File: src/rtl/core/mcrb_pkg.sv
// Shared constants, codes and types of the multi-client receive ring buffer.
`timescale 1ns / 1ps

package mcrb_pkg;

  localparam int CLIENTS = 3;
  localparam int DEPTH   = 255;
  localparam int SLOTS   = DEPTH + 1;
  localparam int PTR_W   = (SLOTS > 1) ? $clog2(SLOTS) : 1;
  localparam int CLI_W   = (CLIENTS > 1) ? $clog2(CLIENTS) : 1;
  localparam int ADDR_W  = $clog2(CLIENTS * SLOTS);
  localparam int STORE_N = CLIENTS * SLOTS;

  localparam logic [7:0] RT_LIMIT = 8'h7F;

  typedef enum logic [1:0] {
    OP_RECEIVE = 2'd0,
    OP_READ    = 2'd1,
    OP_FLUSH   = 2'd2
  } op_e;

  typedef enum logic [1:0] {
    REG_CODE_RESET       = 2'd0,
    REG_CODE_STATUS      = 2'd1,
    REG_CODE_CYCLE_START = 2'd2,
    REG_CODE_FEED_HOLD   = 2'd3
  } reg_e;

  typedef struct packed {
    logic [7:0] reset_code;
    logic [7:0] status_code;
    logic [7:0] cycle_start_code;
    logic [7:0] feed_hold_code;
  } codes_t;

  typedef struct packed {
    logic              we;
    logic [ADDR_W-1:0] waddr;
    logic [7:0]        wdata;
    logic              re;
    logic [ADDR_W-1:0] raddr;
  } mem_req_t;

  typedef struct packed {
    logic       read_valid;
    logic [7:0] free_space;
    logic       realtime_valid;
    logic [7:0] realtime_code;
    logic       byte_stored;
    logic       byte_dropped;
  } res_t;

endpackage

File: src/rtl/core/mcrb_ring_ctrl.sv
// Per-client ring pointers, byte classification and free-space calculation.
`timescale 1ns / 1ps

module mcrb_ring_ctrl
  import mcrb_pkg::*;
(
  input  logic       clk_i,
  input  logic       rst_ni,
  input  logic       fire_i,
  input  logic [1:0] operation_i,
  input  logic [1:0] client_i,
  input  logic       flush_all_i,
  input  logic [7:0] rx_byte_i,
  input  codes_t     codes_i,
  output mem_req_t   mem_req_o,
  output res_t       res_o
);

  logic [PTR_W-1:0] wp_q [CLIENTS];
  logic [PTR_W-1:0] wp_d [CLIENTS];
  logic [PTR_W-1:0] rp_q [CLIENTS];
  logic [PTR_W-1:0] rp_d [CLIENTS];

  logic              ok;
  logic [CLI_W-1:0]  idx;
  logic [PTR_W-1:0]  cur_w;
  logic [PTR_W-1:0]  cur_r;
  logic [PTR_W-1:0]  next_w;
  logic [PTR_W-1:0]  next_r;
  logic [PTR_W-1:0]  new_w;
  logic [PTR_W-1:0]  new_r;
  logic [PTR_W:0]    occ;
  logic              is_rt;
  logic [ADDR_W-1:0] base;

  always_comb begin
    ok     = (32'(client_i) < CLIENTS);
    idx    = CLI_W'(client_i);
    cur_w  = ok ? wp_q[idx] : '0;
    cur_r  = ok ? rp_q[idx] : '0;
    next_w = (cur_w == PTR_W'(DEPTH)) ? '0 : cur_w + PTR_W'(1);
    next_r = (cur_r == PTR_W'(DEPTH)) ? '0 : cur_r + PTR_W'(1);
    base   = ADDR_W'(ADDR_W'(idx) * ADDR_W'(SLOTS));
    is_rt  = (rx_byte_i == codes_i.reset_code) || (rx_byte_i == codes_i.status_code) ||
             (rx_byte_i == codes_i.cycle_start_code) ||
             (rx_byte_i == codes_i.feed_hold_code) || (rx_byte_i > RT_LIMIT);

    wp_d = wp_q;
    rp_d = rp_q;
    res_o = '0;
    mem_req_o.we    = 1'b0;
    mem_req_o.waddr = base + ADDR_W'(cur_w);
    mem_req_o.wdata = rx_byte_i;
    mem_req_o.re    = 1'b0;
    mem_req_o.raddr = base + ADDR_W'(cur_r);

    case (operation_i)
      OP_RECEIVE: begin
        if (is_rt) begin
          res_o.realtime_valid = 1'b1;
          res_o.realtime_code  = rx_byte_i;
        end else if (ok && (next_w != cur_r)) begin
          mem_req_o.we      = fire_i;
          wp_d[idx]         = next_w;
          res_o.byte_stored = 1'b1;
        end else begin
          res_o.byte_dropped = 1'b1;
        end
      end
      OP_READ: begin
        if (ok && (cur_w != cur_r)) begin
          mem_req_o.re     = fire_i;
          rp_d[idx]        = next_r;
          res_o.read_valid = 1'b1;
        end
      end
      OP_FLUSH: begin
        for (int k = 0; k < CLIENTS; k++) begin
          if (flush_all_i || (32'(client_i) == k)) begin
            rp_d[k] = wp_q[k];
          end
        end
      end
      default: begin
      end
    endcase

    // Free space is taken from the pointers as they stand after this word.
    new_w = ok ? wp_d[idx] : '0;
    new_r = ok ? rp_d[idx] : '0;
    occ   = (PTR_W+1)'(new_w) - (PTR_W+1)'(new_r);
    if (new_w < new_r) begin
      occ = occ + (PTR_W+1)'(SLOTS);
    end
    res_o.free_space = ok ? 8'((PTR_W+1)'(DEPTH) - occ) : 8'd0;
  end

  always_ff @(posedge clk_i or negedge rst_ni) begin
    if (!rst_ni) begin
      for (int k = 0; k < CLIENTS; k++) begin
        wp_q[k] <= '0;
        rp_q[k] <= '0;
      end
    end else if (fire_i) begin
      wp_q <= wp_d;
      rp_q <= rp_d;
    end
  end

endmodule

File: config.mk
export PLATFORM = sky130hd
export DESIGN_NAME = mcrb_ring_ctrl
export DESIGN_NICKNAME = d
export VERILOG_FILES = /design/src/rtl/core/mcrb_pkg.sv /design/src/rtl/core/mcrb_ring_ctrl.sv
export SDC_FILE = /design/constraint.sdc
export NUM_CORES = 1
export LEC_CHECK = 0
export BUFFER_PORTS_ARGS = -buffer_cell sky130_fd_sc_hd__buf_2
export CORE_MARGIN = 2
export CORE_UTILIZATION = 27
export DETAILED_ROUTE_END_ITERATION = 8
export GPL_TIMING_DRIVEN = 0
export SLEW_MARGIN = 10
export SYNTH_ARGS = -nofsm -noshare
export SYNTH_HDL_FRONTEND = slang
export SYNTH_SLANG_ARGS = --single-unit
File: constraint.sdc
create_clock -name clk_i -period 10.1 [get_ports clk_i]
set_clock_uncertainty 0.2 [all_clocks]
set_input_delay 0 -clock clk_i [delete_from_list [all_inputs] [get_ports clk_i]]
set_output_delay 0 -clock clk_i [all_outputs]
set_load 0.02 [all_outputs]
* Yosys cells after proc, flatten, opt, wreduce, memory -nomap -nowiden
Index checks and enable logic that the tools add are counted.
** Word-level totals
- Register bits after elaboration :: 48
- Input bits :: 48
- Output and inout port bits :: 50
- Word-level logic and storage cells :: 87
** Operators by class
- $add $sub $neg :: 7
- Order comparisons :: 5
- Eq/ne operators :: 12
- Multiplexer cells :: 44
- Bitwise operators :: 1
- Reduce and logical (&&, ||, !) cells :: 12
** Operator list (count)
- 8-bit two-way mux :: 20
- 24-bit two-way mux :: 4
- 8-bit binary-select mux with 2-bit select :: 4
- 24-bit bitwise mux :: 2
- 24-bit case mux with 2 select lines :: 1
- 8-bit == test :: 4
- 8-bit by 1-bit adder with 8-bit output (second input constant) :: 3
- 10-bit by 8-bit adder with 10-bit output :: 2
- 8-bit demux with 2-bit select :: 1
- 8-bit == test (second input constant) :: 2
- 8-bit inequality test :: 2
- 11-bit two-way mux :: 1
- 1-bit two-way mux :: 9
- 9-bit two-way mux :: 1
- 8-bit by 7-bit > comparator with 1-bit output (second input constant) :: 1
- 8-bit < comparator :: 1
- 8-bit subtractor :: 1
- 8-bit subtractor (first input constant) :: 1
- 1-bit logical OR :: 7
- 2-bit by 1-bit == test with 1-bit output (second input constant) :: 2
- 2-bit == test (second input constant) :: 2
- 2-bit logical NOT :: 2
- 3-bit greater-or-equal comparator (second input constant) :: 1
- 1-bit logical AND :: 3
- 4 further kinds :: 4

* Logic depth before layout (Yosys ltp)
- Word-level depth :: 21
- Gate-level depth with buffers :: 31
- Mapped depth without buffers :: 27

* Worst setup path after synthesis
No wires, ideal clock.
- Path kind :: register to output
- Start point :: reg wp_q[0] (netlist bit)
- End point :: out res_o[18] (netlist bit)
- Arrival :: 5.551 ns
- Data required time :: 9.900 ns
- Slack :: 4.349 ns
- Stages on the path, launching flop included :: 29
- Buffers on the path :: 2
- Cells stage by stage :: dfrtp_1 mux2i_1 a2bb2oi_1 inv_1 ha_1 inv_1 xnor3_1 a2111oi_0 nand4bb_1 nor4_4 and2_1 buf_4 or2_2 buf_2 mux2i_1 nor2_1 or3_1 ha_1 nor2b_1 o21ai_0 nand2b_1 a21oi_1 nor2b_1 o21ai_0 nand2b_1 a21oi_1 xor2_2 xor2_1 o22ai_1
** RTL lines
- from (decl) :: RTL line mcrb_ring_ctrl.sv:19 : logic [PTR_W-1:0] wp_q [CLIENTS];
- from (signal assigned) :: RTL line mcrb_ring_ctrl.sv:105 : wp_q <= wp_d;
- to (decl) :: RTL line mcrb_ring_ctrl.sv:16 : output res_t res_o

==> results.md <==
- Synth Warn #: 0
- First-pass GRT wire length: 27170 µm
- Area leader, netlist: dfrtp_1
- Final setup fails: 0
- Endpoint class of the critical path: output pin
- Die ar.: 20100 µm²
- CP Data Arrival Time: 6820 ps
- Outcome: completed
- Routability cong.: 0.8901
- I/O Buffers: 86
- Drt first-iter violations: 550
- DP Wirelength: 13800 µm
- Clock latency on the worst-skew pair: 300 ps
- Post-layout util: 32.32%
- Diode count: 0
- Main flop type after synthesis: dfrtp_1
- Worst slew pin tran: 925.9 ps
- Fmax: 0.1425 GHz
- Min Tclk post-route: 7016 ps
- Initial Util: 27.50%
- DR pass1 iterations: 5
- Hold Crit Depth: 2
- Routed WL: 17570 µm
- Core Rows: 50
- Post-Syn Nets: 668
- Via count: 5057
- Largest net degree at the start of global routing: 49
- Initial antenna violation count: 0
- Setup Fix Bufs, Post-CTS: 0
- Worst hold margin: 16.52 ps
- Mean Syn Cell Area: 8.445 µm²
- Core area: 18640 µm²
- Worst path required time: 9900 ps
- Post-synth EDFFs: 0
- Pins Over Slew Limit: 0
- Clock-pin slew on the worst setup and hold paths: 70 ps
- Synth top area share: 23.43%
- Fin crit share: 69.47%
- Hold Crit Class: primary input to output pin
- Crit start category: register
- Clock Path Buffers: 2
- # IOs: 98
- Hold Buf Count CTS: 1
- Cells after Synth: 607
- Synth async-reset ratio: 100.0%
- Drt wl/cell: 18.77 µm
- FF-to-FF path depth: 16
- CTS tree: built
- Unique masters post-synth: 73
- Global Route Usage Sum: 17.43%
- Vias in the first global route: 4721
- Root buffer cell: clkbuf_16
- Setup TNS: 0 ps
- FF+latch count, synth: 48
- Mapped cell area: 5126 µm²
- Max-slew headroom: 38.04%
- Reg area: 1201 µm²
- Multi-input logic area: 3532 µm²
- Register area share after synthesis: 23.43%
- DIE WIDTH: 141.8 µm
- Final Hold Fails: 0
- DIE HEIGHT: 141.8 µm
- Share of layout cells above drive strength 1: 24.07%
- Max_cap viols: 0
- Htree depth: 2
- Nets: 762
- Fill count: 1992
- ANT nets after route: 0
- P_leak: 2.634 nW
- DRC: 0
- Largest cells by area after synthesis: dfrtp_1, mux2i_1, xor2_1
- Slowest stage delay, CP: 440 ps
- Slowest-stage cell, CP: dfrtp_1
- Design Power: 0.7659 mW
- Post_cts resized: 0
- Max IR drop VDD: 0.00007342 V
- TritonCTS Buffers: 5
- Area growth syn-to-layout: 17.55%
- Clock sinks: 48
- Vias per cell: 5.403
- Total gr overflow: 0
- CP Max Fanout: 8
- Critical Setup Path Class: register to output pin
- RSZ-0062 raised after global routing: false
- Power per standard cell area: 127.1 nW/µm²
worst paths after layout:
kind	from	slack, ps	end
worst max-delay path	wp_q[0]$_DFFE_PN0P_	3080	res_o[18]
worst min-delay path	rx_byte_i[4]	20	mem_req_o[15]
worst max register to register	wp_q[0]$_DFFE_PN0P_	5400	wp_q[22]$_DFFE_PN0P_
worst min register to register	wp_q[18]$_DFFE_PN0P_	330	wp_q[18]$_DFFE_PN0P_
max in group asynchronous	rst_ni	9200	wp_q[1]$_DFFE_PN0P_
min in group asynchronous	rst_ni	70	rp_q[10]$_DFFE_PN0P_
metrics by stage:
step,cell area (µm²),worst slack (ps),cells
6_report,6026,3084,936
5_1_grt,6026,2689,936
4_1_cts,6023,3131,936
3_5_place_dp,5849,3482,927
3_3_place_gp,5849,3431,927
2_1_floorplan,5126,4349,607
worst max-delay path: cells and delay by family, from the launching register on:
kind / cells / cell delay, ps
DFF: 1 / 440
AOI/OAI and AO/OA: 7 / 1650
adders and majority gates: 2 / 650
xor gates and xnor gates: 3 / 790
muxes: 2 / 380
buffers and inverters: 5 / 880
and+or+nand+nor: 10 / 1680
final cells by class:
type	count	area share [%]
Buffer	51	4.983
Clock buffer	6	2.139
Clock inverter	2	0.5814
Inverter	24	1.537
Multi-Input combinational cell	484	58.62
Sequential cell	48	19.93
Tap cell	234	4.859
Timing Repair Buffer	87	7.351
kinds of logic (layout without fill, tap and decap cells):
kind of cell	Yosys count	in the layout	synth area share [%]
XOR/XNOR	62	62	11.01
adder cells (fa/ha/maj)	13	13	3.319
flip-flops	48	48	23.43
multiplexers	68	68	13.77
AND/OR/NAND/NOR	183	183	17.92
AO/OA/AOI/OAI	158	158	22.90
buffers and inverters	75	170	7.664
cell usage in the layout (no fill, tap or decap), drive strengths merged, types with 8 or more instances in the layout:
cell,n
buf,114
nor2,60
nand2,49
mux2i,48
dfrtp,48
xor2,37
a21oi,32
clkbuf,29
o21ai,27
xnor2,24
o22ai,22
inv,22
mux2,20
a22oi,15
ha,12
nand3,12
nor4,9
o2bb2ai,9
nor2b,8
and3,8
state kept, by name, indices dropped and copies added, names as in the netlist:
register,flops
wp_q,24
rp_q,24
synthesized netlist by cell type (4+ instances only):
cell type,number
buf_4,14
nand4_1,6
nand2b_1,7
o2bb2ai_1,4
clkbuf_1,23
ha_1,12
a21oi_1,31
and2_1,7
nor2_1,59
buf_2,6
mux2_2,20
a31oi_1,5
o21ai_0,27
o22ai_1,22
nand2_1,49
o22a_1,4
a22oi_1,15
o2bb2ai_2,4
nand3_1,10
or3_1,4
inv_1,18
nor4_1,8
and3_1,7
xor2_1,36
nor2b_1,7
buf_6,5
nor3_1,6
a2bb2oi_2,4
dfrtp_1,48
a22o_1,5
mux2i_1,48
xnor2_1,24
metal layers:
metal  track usage (%)  wire [µm]
met1             23.06       7568
met2             29.71       8385
met3             2.666       1294
met4             4.526        318
met5                 0          0
power by group:
| group | internal (mW) | switching (mW) |
|---|---|---|
| Clock | 0.117 | 0.0791 |
| Sequential | 0.214 | 0.0313 |
| Combinational | 0.129 | 0.195 |
| Total | 0.460 | 0.306 |
(Power assumes the default switching activity.)
